## src/usems_pkg.sv

```systemverilog
// Shared codes and cell control types for the unique-set extract-min sort table.
package usems_pkg;

    localparam int unsigned VALUE_W  = 8;
    localparam int unsigned OP_W     = 2;
    localparam int unsigned STATUS_W = 2;

    localparam logic [OP_W-1:0] OP_INSERT = 2'd0;
    localparam logic [OP_W-1:0] OP_REMOVE = 2'd1;
    localparam logic [OP_W-1:0] OP_SORT   = 2'd2;
    localparam logic [OP_W-1:0] OP_LIST   = 2'd3;

    localparam logic [STATUS_W-1:0] ST_OK    = 2'd0;
    localparam logic [STATUS_W-1:0] ST_DUP   = 2'd1;
    localparam logic [STATUS_W-1:0] ST_FULL  = 2'd2;
    localparam logic [STATUS_W-1:0] ST_EMPTY = 2'd3;

    typedef enum logic [2:0] {
        CELL_HOLD,
        CELL_ROT,
        CELL_LOAD,
        CELL_CLOSE,
        CELL_SORT
    } t_cell_op;

    typedef struct packed {
        t_cell_op op;
        logic     phase;
    } t_cell_ctl;

endpackage

```

## src/usems_cell.sv

```systemverilog
// One table cell: holds an entry and trades it with its neighbors.
module usems_cell
    import usems_pkg::*;
#(
    parameter int unsigned IDX = 0,
    parameter int unsigned IW  = 4,
    parameter int unsigned CW  = 5
) (
    input  logic               i_clk,
    input  t_cell_ctl          i_ctl,
    input  logic [CW-1:0]      i_fill,
    input  logic [IW-1:0]      i_pos,
    input  logic [VALUE_W-1:0] i_head,
    input  logic [VALUE_W-1:0] i_prev,
    input  logic [VALUE_W-1:0] i_next,
    input  logic [VALUE_W-1:0] i_load,
    output logic [VALUE_W-1:0] o_val
);

    localparam logic [CW-1:0] L_IDX  = CW'(IDX);
    localparam logic [CW-1:0] L_IDX1 = CW'(IDX + 1);

    logic [VALUE_W-1:0] r_val;
    logic [VALUE_W-1:0] n_val;
    logic               w_has_next;
    logic               w_in_use;
    logic               w_lower;

    assign w_has_next = (L_IDX1 < i_fill);
    assign w_in_use   = (L_IDX < i_fill);
    // lower member of a compare-exchange pair in this phase
    assign w_lower    = (i_ctl.phase == L_IDX[0]);

    always_comb begin
        n_val = r_val;
        case (i_ctl.op)
            CELL_ROT: begin
                if (w_has_next) begin
                    n_val = i_next;
                end else if (L_IDX1 == i_fill) begin
                    n_val = i_head;
                end
            end
            CELL_LOAD: begin
                if (L_IDX == i_fill) begin
                    n_val = i_load;
                end
            end
            CELL_CLOSE: begin
                if (L_IDX >= CW'(i_pos) && w_has_next) begin
                    n_val = i_next;
                end
            end
            CELL_SORT: begin
                if (w_lower && w_has_next) begin
                    n_val = (i_next < r_val) ? i_next : r_val;
                end else if (!w_lower && (IDX != 0) && w_in_use) begin
                    n_val = (i_prev > r_val) ? i_prev : r_val;
                end
            end
            default: begin
                n_val = r_val;
            end
        endcase
    end

    always_ff @(posedge i_clk) begin
        r_val <= n_val;
    end

    assign o_val = r_val;

endmodule

```

## src/unique_set_extract_min_sort.sv

```systemverilog
// Insert into a non-empty table and remove scan it by rotating it past the head cell;
// list streams it by rotation; sort runs compare-exchange steps, then streams it.
// One operation at a time: input ready only while idle, so a new operation is taken
// once the last has loaded its result; streaming stalls while the output is held.
// Reset clears the entry count, the controller and the output valid; cell contents
// are not cleared and are never read before being written.
module unique_set_extract_min_sort
    import usems_pkg::*;
#(
    parameter int unsigned ENTRIES = 16
) (
    input  logic                               i_clk,
    input  logic                               i_rst_n,
    input  logic                               i_valid,
    output logic                               o_ready,
    input  logic [OP_W-1:0]                    i_op,
    input  logic [VALUE_W-1:0]                 i_value,
    output logic                               o_valid,
    input  logic                               i_ready,
    output logic [STATUS_W-1:0]                o_status,
    output logic [VALUE_W-1:0]                 o_item,
    output logic [$clog2(ENTRIES + 1)-1:0]     o_count,
    output logic                               o_last
);

    localparam int unsigned IW = $clog2(ENTRIES);
    localparam int unsigned CW = $clog2(ENTRIES + 1);

    typedef enum logic [2:0] {
        S_IDLE,
        S_SCAN,
        S_INSERT,
        S_CLOSE,
        S_SORT,
        S_LIST,
        S_EMIT
    } t_state;

    t_state                r_state;
    logic [OP_W-1:0]       r_op;
    logic [VALUE_W-1:0]    r_value;
    logic [CW-1:0]         r_fill;
    logic [IW-1:0]         r_cnt;
    logic [VALUE_W-1:0]    r_min;
    logic [IW-1:0]         r_pos;
    logic                  r_dup;
    logic [STATUS_W-1:0]   r_res_status;
    logic [VALUE_W-1:0]    r_res_item;

    logic [VALUE_W-1:0]    w_val [ENTRIES];
    logic [VALUE_W-1:0]    w_head;
    t_cell_ctl             w_ctl;
    logic                  w_out_free;
    logic                  w_out_load;
    logic                  w_cnt_last;
    logic                  w_dup_now;
    logic                  w_take;
    logic                  w_accept;

    assign w_head     = w_val[0];
    assign w_out_free = !o_valid || i_ready;
    assign w_out_load = w_out_free && ((r_state == S_LIST) || (r_state == S_EMIT));
    assign w_cnt_last = (CW'(r_cnt) == (r_fill - CW'(1)));
    assign w_dup_now  = r_dup || (w_head == r_value);
    assign w_take     = (r_cnt == '0) || (w_head < r_min);
    assign o_ready    = (r_state == S_IDLE);
    assign w_accept   = i_valid && o_ready;

    always_comb begin
        w_ctl.op    = CELL_HOLD;
        w_ctl.phase = r_cnt[0];
        case (r_state)
            S_SCAN:   w_ctl.op = CELL_ROT;
            S_INSERT: w_ctl.op = CELL_LOAD;
            S_CLOSE:  w_ctl.op = CELL_CLOSE;
            S_SORT:   w_ctl.op = CELL_SORT;
            S_LIST:   w_ctl.op = w_out_free ? CELL_ROT : CELL_HOLD;
            default:  w_ctl.op = CELL_HOLD;
        endcase
    end

    for (genvar g = 0; g < ENTRIES; g++) begin : g_cell
        logic [VALUE_W-1:0] w_prev;
        logic [VALUE_W-1:0] w_next;

        if (g == 0) begin : g_first
            assign w_prev = '0;
        end else begin : g_mid
            assign w_prev = w_val[g-1];
        end
        if (g == ENTRIES - 1) begin : g_tail
            assign w_next = '0;
        end else begin : g_body
            assign w_next = w_val[g+1];
        end

        usems_cell #(
            .IDX (g),
            .IW  (IW),
            .CW  (CW)
        ) u_cell (
            .i_clk  (i_clk),
            .i_ctl  (w_ctl),
            .i_fill (r_fill),
            .i_pos  (r_pos),
            .i_head (w_head),
            .i_prev (w_prev),
            .i_next (w_next),
            .i_load (r_value),
            .o_val  (w_val[g])
        );
    end

    always_ff @(posedge i_clk) begin
        if (!i_rst_n) begin
            r_state <= S_IDLE;
            r_fill  <= '0;
            r_cnt   <= '0;
            r_pos   <= '0;
            o_valid <= 1'b0;
        end else begin
            if (w_out_load) begin
                o_valid <= 1'b1;
            end else if (o_valid && i_ready) begin
                o_valid <= 1'b0;
            end
            case (r_state)
                S_IDLE: begin
                    if (w_accept) begin
                        r_op         <= i_op;
                        r_value      <= i_value;
                        r_cnt        <= '0;
                        r_dup        <= 1'b0;
                        r_res_status <= ST_EMPTY;
                        r_res_item   <= '0;
                        if (i_op == OP_INSERT) begin
                            r_state <= (r_fill == '0) ? S_INSERT : S_SCAN;
                        end else if (r_fill == '0) begin
                            r_state <= S_EMIT;
                        end else if (i_op == OP_REMOVE) begin
                            r_state <= S_SCAN;
                        end else if (i_op == OP_SORT) begin
                            r_state <= S_SORT;
                        end else begin
                            r_state <= S_LIST;
                        end
                    end
                end
                S_SCAN: begin
                    r_cnt <= r_cnt + IW'(1);
                    r_dup <= w_dup_now;
                    if (w_take) begin
                        r_min <= w_head;
                        r_pos <= r_cnt;
                    end
                    if (w_cnt_last) begin
                        if (r_op == OP_REMOVE) begin
                            r_state <= S_CLOSE;
                        end else if (w_dup_now) begin
                            r_res_status <= ST_DUP;
                            r_state      <= S_EMIT;
                        end else if (r_fill == CW'(ENTRIES)) begin
                            r_res_status <= ST_FULL;
                            r_state      <= S_EMIT;
                        end else begin
                            r_state <= S_INSERT;
                        end
                    end
                end
                S_INSERT: begin
                    r_fill       <= r_fill + CW'(1);
                    r_res_status <= ST_OK;
                    r_state      <= S_EMIT;
                end
                S_CLOSE: begin
                    r_fill       <= r_fill - CW'(1);
                    r_res_status <= ST_OK;
                    r_res_item   <= r_min;
                    r_state      <= S_EMIT;
                end
                S_SORT: begin
                    if (w_cnt_last) begin
                        r_cnt   <= '0;
                        r_state <= S_LIST;
                    end else begin
                        r_cnt <= r_cnt + IW'(1);
                    end
                end
                S_LIST: begin
                    if (w_out_free) begin
                        o_status <= ST_OK;
                        o_item   <= w_head;
                        o_count  <= r_fill;
                        o_last   <= w_cnt_last;
                        r_cnt    <= r_cnt + IW'(1);
                        if (w_cnt_last) begin
                            r_state <= S_IDLE;
                        end
                    end
                end
                S_EMIT: begin
                    if (w_out_free) begin
                        o_status <= r_res_status;
                        o_item   <= r_res_item;
                        o_count  <= r_fill;
                        o_last   <= 1'b1;
                        r_state  <= S_IDLE;
                    end
                end
                default: begin
                    r_state <= S_IDLE;
                end
            endcase
        end
    end

endmodule

```

## config.mk

```make
export PLATFORM = sky130hd
export DESIGN_NAME = unique_set_extract_min_sort
export DESIGN_NICKNAME = d
export VERILOG_FILES = /design/src/usems_pkg.sv /design/src/usems_cell.sv /design/src/unique_set_extract_min_sort.sv
export SDC_FILE = /design/constraint.sdc
export NUM_CORES = 1
export LEC_CHECK = 0
export ABC_AREA = 1
export BUFFER_PORTS_ARGS = -buffer_cell sky130_fd_sc_hd__buf_4
export CORE_MARGIN = 2
export CORE_UTILIZATION = 35
export DETAILED_ROUTE_END_ITERATION = 7
export PLACE_DENSITY = 0.57
export SLEW_MARGIN = 40
export SYNTH_ARGS = -nofsm -noshare
export SYNTH_HDL_FRONTEND = slang
export SYNTH_HIERARCHICAL = 1
export SYNTH_SLANG_ARGS = --single-unit
```

## constraint.sdc

```tcl
create_clock -name i_clk -period 16.15 [get_ports i_clk]
set_input_delay 1.615 -clock i_clk [delete_from_list [all_inputs] [get_ports i_clk]]
set_output_delay 1.615 -clock i_clk [all_outputs]
set_load 0.005 [all_outputs]
```

; ---- Word level (Yosys, flattened, before mapping)
; Index checks and enable logic that the tools add are counted.
[op_classes]
n_reduce_logical = 88
n_addsub = 3
bitwise_logic = 1
n_eq_ne = 135
n_mux = 184
order_cmp = 63
[ops]
columns = cell, n
row1 = 8-bit two-way mux, 128
row2 = 8-bit case mux with 4 select lines, 16
row3 = 3-bit by 1-bit != test with 1-bit output (second input constant), 45
row4 = 8-bit < comparator, 16
row5 = 8-bit greater-than comparator, 15
row6 = 7-bit AND reduction, 15
row7 = 2-bit by 1-bit != test with 1-bit output (second input constant), 35
row8 = 3-bit != test (second input constant), 16
row9 = 1-bit logical AND, 42
row10 = 4-bit by 5-bit equality test with 1-bit output (first input constant), 8
row11 = 4-bit by 5-bit < comparator with 1-bit output (first input constant), 8
row12 = 3-bit two-way mux, 12
row13 = 8-bit case mux with 2 select lines, 2
row14 = 4-bit greater-or-equal comparator (first input constant), 7
row15 = 3-bit by 5-bit equality test with 1-bit output (first input constant), 4
row16 = 3-bit by 5-bit < comparator with 1-bit output (first input constant), 4
row17 = 3-bit case mux with 6 select lines, 1
row18 = 3-bit AND reduction, 6
row19 = 6-bit AND reduction, 3
row20 = 3-bit by 4-bit greater-or-equal comparator with 1-bit output (first input constant), 4
row21 = 2-bit two-way mux, 8
row22 = 4-bit case mux with 4 select lines, 1
row23 = 3-bit case mux with 5 select lines, 1
row24 = 2-bit != test (second input constant), 7
row25 = 39 further kinds, 70
[totals]
out_inout_bits = 18
ff_bits = 190

; ---- Depth between registers and ports, before layout
; Gate-level depths: netlist of the first run.
[depth]
ltp_word = 7
ltp_mapped = 15

; ---- By module
; The synthesis of the first run kept the hierarchy.
[modules_own_cells]
columns = module, seq_area_each_um2, area_per_inst_um2, cells_per_inst, instances
row1 = unique_set_extract_min_sort, 1691.6, 3014.1, 325, 1
row2 = usems_cell (g_cell[8].u_cell), 240.2, 1201.2, 172, 1
row3 = usems_cell (g_cell[9].u_cell), 240.2, 1199.9, 189, 1
row4 = usems_cell (g_cell[12].u_cell), 240.2, 1168.6, 167, 1
row5 = usems_cell (g_cell[6].u_cell), 240.2, 1164.9, 180, 1
row6 = usems_cell (g_cell[10].u_cell), 240.2, 1151.1, 165, 1
row7 = usems_cell (g_cell[2].u_cell), 240.2, 1151.1, 171, 1
row8 = usems_cell (g_cell[13].u_cell), 240.2, 1146.1, 182, 1
row9 = usems_cell (g_cell[14].u_cell), 240.2, 1137.3, 176, 1
row10 = usems_cell (g_cell[1].u_cell), 240.2, 1107.3, 162, 1
row11 = usems_cell (g_cell[11].u_cell), 240.2, 1102.3, 166, 1
row12 = usems_cell (g_cell[5].u_cell), 240.2, 1094.8, 153, 1
row13 = usems_cell (g_cell[7].u_cell), 240.2, 1094.8, 161, 1
row14 = usems_cell (g_cell[3].u_cell), 240.2, 1092.3, 169, 1
row15 = +3 rows, -, -, -, -

; ---- Worst setup path after synthesis of the first run
; Ideal clock, no wire load.
[synth_timing]
path_kind = in2reg
from = input port i_ready
to = register g_cell[3].u_cell.r_val[0], enable pin
required_time_ps = 15780
path_slack_ps = 9345
setup_time_ps = 370
arrival_time_ps = 6434
stages = 8
path_buffers = 0
path_cell_list = nor2_1 -> o22ai_1 -> inv_1 -> nor3_1 -> o21ai_1 -> nor2_1 -> nand2_1 -> nor2_1
[synth_lines]
columns = item, line_no
row1 = start: declaration, unique_set_extract_min_sort.sv:19  ; input logic i_ready,
row2 = end signal: assignment, usems_cell.sv:68  ; r_val <= n_val;
row3 = end: declaration, usems_cell.sv:23  ; logic [VALUE_W-1:0] r_val;

; ---- Worst setup path in the final report of the first run
[layout_timing]
from = register r_state[0]
to = register g_cell[10].u_cell.r_val[6], enable pin
[layout_via]
elab_chain_len = 5
elab_cells_between_ends = 18
classes_between = 15 x eq/ne / 1 x mux / 2 x reduce/logical
[layout_lines]
columns = item, line_no
row1 = start: declaration, unique_set_extract_min_sort.sv:39  ; t_state r_state;
row2 = start signal: assignment, unique_set_extract_min_sort.sv:137  ; r_state <= (r_fill == '0) ? S_INSERT : S_SCAN;
row3 = "3-bit equality test, or another cell as far along", unique_set_extract_min_sort.sv:72  ; case (r_state)
row4 = 3-bit case mux with 5 select lines (*), unique_set_extract_min_sort.sv:72
row5 = "3-bit equality test, or another cell as far along", usems_cell.sv:36  ; case (i_ctl.op)
row6 = "3-bit != test (no source line), or another cell as far along", -
row7 = 7-bit AND reduction (no source line) (*), -
row8 = end signal: assignment, usems_cell.sv:68
row9 = end: declaration, usems_cell.sv:23
; Mark *: on every way between the ends. The rest lies on a longest branch, timed or not.
; A chain may end at the register's enable or synchronous reset.

==> metrics, run 1 <==
worst min-delay path class=reg2reg; Post-CTS Hold Buffers=0; headroom to the max-slew limit=between 40% and 50%; Mapped Cells=around 3,000; clock buffer depth=2; hold_sp=r_state[0]; 1st-iter DRT viols=about 1,700; DP Worst Slack=11.81 ns; diode count=0; largest net degree at the start of global routing=50; GR Util All Layers=about 22%; Post-Route WL=~70 mm; synth warn=6; Reg2Reg Depth=13; Worst Tran Pin Value=0.773 ns; GRT overflow=0; syn avg cell area=6.99 um2; sequential fraction of the synthesis area=a little over a quarter; WHS Endpoint=r_state[0]; Fill cells=6,228; Die X-Extent=approximately 250 um; Async SR Flop Fraction=0%; antenna violations before repair=0; core area=0.0589 mm2; total negative slack=0 ns; setup ws final=about 12 ns; Die Span Y=~250 um; final HPWL from detailed placement=46.9 mm; Resize count post-CTS=0; critical path fanouts, max=35; vias per inst=5.15; library cells used by synthesis=62; Remaining DRCs=0; Final Hold Vio Count=0; sinks on the clock net=between 150 and 200; fin crit share=between 20% and 30%; Synth Cell Area=between 0.02 and 0.025 mm2; critical path startpoint category=flop; first-pass GRT wire length=106 mm; final setup violating endpoints=0; Worst-Skew Late Latency=0.49 ns; die area=~0.06 mm2; Max Clock Freq=roughly 0.26 GHz; Yosys reg bits=190; IO Count=32; unrepaired setup endpoints after global routing=no; drt pass-1 iters=7; max-cap violations=0; kind of critical path=reg2reg; CP Data Required Time=16.26 ns; EDFF count, synth=173; I/O Buffers=31; RR Endpoint=g_cell[10].u_cell/o_val[6]; Worst R2R Setup Slack=between 10 and 15 ns; Reg-to-Reg Start=r_state[0]; Setup crit end kind=flop; Final min period=3.88 ns; Root Buffer=clkbuf_16; Post-Layout Cell Count=3,835; area grow syn2layout=8.93%; CTS buffer count=17; H-tree level count=4; Reg clk slew, reported paths=about 0.09 ns; CTS tree=done; crit path DAT=about 4.0 ns; fraction of layout cells with a size suffix above 1=10.7%; clock skew=roughly 0.021 ns; vias in the first global route=about 18,000; hold slack=between 0.5 and 0.6 ns; Layout Nets=between 3,000 and 4,000; routed len/inst=17.8 um; outcome=complete, no violations; initial core utilization=between 30% and 40%; routability cong.=around 0.84; Cells after DPL=3,803; Row Count=89; Slew Limit Fails=0; total number of vias=~20,000; hold path depth=2; Most used DFF post-synth=edfxtp_1; Detail Route Antenna Nets=0; post-CTS setup buffers=0
-- layout by cell type (no fill, tap or decap), types with 9 or more instances in the layout --
| master | count |
|---|---|
| nand3b_1 | 17 |
| buf_4 | 57 |
| ha_1 | 243 |
| o211ai_1 | 44 |
| o21ai_1 | 39 |
| conb_1 | 23 |
| dfxtp_1 | 13 |
| a21oi_1 | 160 |
| o21ai_2 | 9 |
| nand2_1 | 939 |
| nand2_2 | 27 |
| nor2_4 | 27 |
| nor2_2 | 25 |
| nand2_4 | 14 |
| nor3_1 | 12 |
| inv_2 | 51 |
| a31oi_1 | 9 |
| o21ai_0 | 112 |
| nor2_1 | 218 |
| a21oi_2 | 12 |
| nand3_2 | 14 |
| inv_1 | 429 |
| clkbuf_16 | 17 |
| o21a_1 | 53 |
| nand3_1 | 142 |
| edfxtp_1 | 173 |
| nand4_1 | 66 |
-- through the flow --
stage	utilization (%)	instance area [um2]
floorplan	-	20900
global placement	37.5	22100
global route	38.6	22700
finish	38.6	22700
CTS	38.5	22700
detailed placement	37.5	22100
-- cell families (layout without fill, tap and decap cells) --
| kind of cell | count (synthesis) | count (layout) | synth area share, % |
|---|---|---|---|
| AOI/OAI and AO/OA | 487 | 487 | 14.7 |
| buffers and inverters | 520 | 578 | 10.3 |
| and+or+nand+nor | 1527 | 1527 | 33.2 |
| adders and majority gates | 243 | 243 | 14.6 |
| other | 1 | 23 | 0.0180 |
| DFF | 190 | 190 | 26.5 |
| xor gates and xnor gates | 9 | 9 | 0.378 |
| muxes | 5 | 5 | 0.270 |
-- final cells by class --
cell class              count  area [um2]  area share (%)
clock buffers              17         425            1.87
clock inverters            15         206           0.909
inverters                 488        1860            8.19
multi-input cells        2294       13300            58.4
flip-flops and latches    190        5540            24.4
well taps                 773         967            4.26
repair buffers             58         439            1.93
-- per-layer routing --
| layer | global-route usage (%) | vias to the layer above | share of wire (%) |
|---|---|---|---|
| li1 | - | 9970 | - |
| met1 | 33.3 | 9005 | 48 |
| met2 | 34.3 | 694 | 43 |
| met3 | 3.31 | 79 | 7.2 |
| met4 | 4.86 | 0 | 1.6 |
| met5 | 0 | - | 0 |
-- worst max path at each step --
stage / endpoint / startpoint / cells after the start
2_1_floorplan: g_cell[3].u_cell/o_val[0] / i_ready / 8
3_3_place_gp: g_cell[2].u_cell/o_val[1] / i_ready / 9
3_5_place_dp: g_cell[2].u_cell/o_val[4] / i_ready / 9
4_1_cts: g_cell[10].u_cell/o_val[6] / r_state[0] / 13
5_1_grt: g_cell[10].u_cell/o_val[7] / r_state[1] / 13
6_report: g_cell[10].u_cell/o_val[6] / r_state[0] / 13
-- critical path: stages, from the launching register on --
cell and delay (ns):
dfxtp_1 0.36, inv_1 0.16, nor3_4 0.35, inv_1 0.28
nand2_2 0.47, buf_4 0.56, inv_1 0.22, nor2_4 0.23
inv_4 0.08, nand3b_1 0.08, nand2_1 0.05, nor2_1 0.11
nand2_1 0.07, nor2_1 0.47
-- synthesized netlist by cell type (all sizes together) (9+ instances only) --
cell type | instances | area share [%]
inv | 488 | 8.9
o211ai | 45 | 1.6
o22ai | 10 | 0.65
edfxtp | 173 | 25
nand3 | 161 | 4.5
nand3b | 19 | 0.76
o21a | 53 | 1.9
nor3 | 16 | 0.54
dfxtp | 17 | 1.6
nand2 | 981 | 19
nor2 | 275 | 6.5
nand4 | 67 | 2.0
a31oi | 9 | 0.27
o21ai | 162 | 4.2
a22oi | 9 | 0.37
a21oi | 176 | 4.6
buf | 29 | 1.4
ha | 243 | 15
-- registers in the layout, indices dropped and copies added (netlist names) --
name	flops
r_op	2
r_res_status	2
r_state	3
g_cell.u_cell/o_val	128
o_status	2
r_fill	5
r_value	8
r_min	8
r_dup	1
r_res_item	8
o_item	8
o_last	1
o_count	5
r_pos	4
r_cnt	4
o_valid	1
Power of run 1 is left out: the tool's default activity adds up to more than one toggle a clock period on the data nets, which glitch-free logic cannot reach.
==> run 2: changes to the inputs <==
PLACE_DENSITY = 0.59   (was 0.57)
clock period = 3.4 ns   (was 16.15 ns; I/O delays follow)
==> run 2 against run 1 <==
Die area is the same. Sequential share of layout area down 0.27 points. Register-to-register slack lost 12 ns. Critical endpoint is now g_cell[11].u_cell/o_val[4]. Largest cell class unchanged.
==> metrics, run 2 (synthesis results as in run 1) <==
outcome=complete, no violations; crit path DAT=3.00 ns (-0.99 ns); Register Area=0.00554 mm2 (about the same); initial core utilization=35.4% (unchanged); most common cell after layout, fill and taps aside=nand2_1; clock skew=0.0187 ns (-0.00210 ns); Reg-to-Reg Start=r_state[2]; crit path launch=r_state[2]; Post-Route WL=68.3 mm (-0.11%); Worst Tran Pin Value=0.826 ns (+0.0530 ns); Layout Nets=3,338 (+0.97%); critical path startpoint category=flop; critical path fanouts, max=14 (-60%); GRT overflow=0 (unchanged); Remaining DRCs=0 (unchanged); hold path depth=1 (-1); max-cap violations=0 (unchanged); total negative slack=0 ns (unchanged); vias in the first global route=18,200 (+1.1%); I/O Buffers=31 (unchanged); Cells after DPL=3,835 (+0.84%); Detail Route Antenna Nets=0 (unchanged); CTS tree=done; max reg flops=128 (unchanged); headroom to the max-slew limit=44.5% (-3.8 points); CP Data Required Time=3.52 ns (-12.74 ns); post-CTS setup buffers=0 (unchanged); Max Clock Freq=0.347 GHz (+35%); worst min-delay path class=in2reg; diode count=0 (unchanged); unrepaired setup endpoints after global routing=no; Worst R2R Setup Slack=0.52 ns (-11.75 ns); Resize count post-CTS=0 (unchanged); 1st-iter DRT viols=1,929 (+11%); Die Span Y=248 um (unchanged); final setup violating endpoints=0 (unchanged); clock buffer depth=2 (unchanged); fin crit share=84.8% (+61 points); Post-Layout Cell Count=3,867 (+0.83%); Reg2Reg Depth=11 (-2); routability cong.=0.899 (+6.7%); Final min period=2.88 ns (-0.998 ns); IO Count=32 (unchanged); drt pass-1 iters=6 (-1); Multi-input gate area=0.0133 mm2 (about the same); total number of vias=19,800 (+0.45%); Fill cells=6,195 (-0.53%); core area=0.0589 mm2 (unchanged); Reg clk slew, reported paths=0.09 ns (about the same); hold_sp=i_value[5]; Setup crit end kind=flop; Worst-Skew Late Latency=0.49 ns (about the same); most frequent cells in the layout=nand2_1, inv_1, ha_1; fraction of layout cells with a size suffix above 1=11.6% (+0.92 points); Root Buffer=clkbuf_16; Final Hold Vio Count=0 (unchanged); antenna violations before repair=0 (unchanged); largest net degree at the start of global routing=30 (-40%); CTS buffer count=17 (unchanged); final core utilization=39.0% (+0.45 points); routed len/inst=17.7 um (-0.94%); first-pass GRT wire length=106 mm (-0.23%); Post-CTS Hold Buffers=0 (unchanged); area grow syn2layout=10.2%; WHS Endpoint=r_value[5]; die area=0.0615 mm2 (unchanged); Row Count=89 (unchanged); vias per inst=5.13 (-0.39%); final HPWL from detailed placement=48.9 mm (+4.4%); H-tree level count=4 (unchanged); sinks on the clock net=190 (unchanged); kind of critical path=reg2reg; Die X-Extent=248 um (unchanged); GR Util All Layers=22.4% (-0.033 points); Slew Limit Fails=0 (unchanged); RR Endpoint=g_cell[11].u_cell/o_val[4]
## run 2: cell count changes in the layout (fill, tap and decap cells not counted), moves of 2 or more
cell    previous run  this run
nor2_2            25        27
inv_12             2         0
buf_12             0         5
buf_4             57        85
## run 2: worst max path at each step
stage / endpoint / cells after the start / slack [ns]
2_1_floorplan: g_cell[2].u_cell/o_val[0] / 10 / 0.003
3_5_place_dp: g_cell[11].u_cell/o_val[6] / 12 / 0.58
4_1_cts: g_cell[11].u_cell/o_val[4] / 12 / 0.57
6_report: g_cell[11].u_cell/o_val[4] / 11 / 0.52
5_1_grt: g_cell[5].u_cell/o_val[4] / 12 / 0.26
3_3_place_gp: g_cell[11].u_cell/o_val[3] / 12 / 0.62
## run 2: critical path, cell delays in order (launching register included)
cell	delay, ns
dfxtp_1	0.52
inv_2	0.16
nor2_4	0.33
buf_4	0.33
inv_2	0.08
nand2_4	0.09
nor2_2	0.09
o21ai_2	0.07
nand3_1	0.07
a21oi_1	0.14
nand2_1	0.07
nor2_1	0.54
## run 2: area by class of cell
cell class                 instances  area share [%]
multi-input combinational       2294            57.8
sequential                       190            24.1
inverter                         488            8.09
tap                              773            4.21
timing repair buffer              90            3.21
clock buffer                      18            1.87
clock inverter                    14           0.746
## run 2: per-stage QoR
step           area, um2  setup slack (ns)  hold slack [ns]
2_1_floorplan      21000           0.00292            0.439
3_3_place_gp       22400             0.622            0.501
3_5_place_dp       22400             0.582            0.500
4_1_cts            23000             0.567         0.000604
5_1_grt            23000             0.264          0.00889
6_report           23000             0.518           0.0287
## run 2: routing by layer
layer  global-route usage, %  vias up  wire, um
met3                    3.30      104      5300
met1                    32.0     8979     31500
met2                    34.9      717     29700
met4                    6.89        0      1750
met5                       0        -         0
li1                        -    10000         -
Power of run 2 is left out for the same reason.
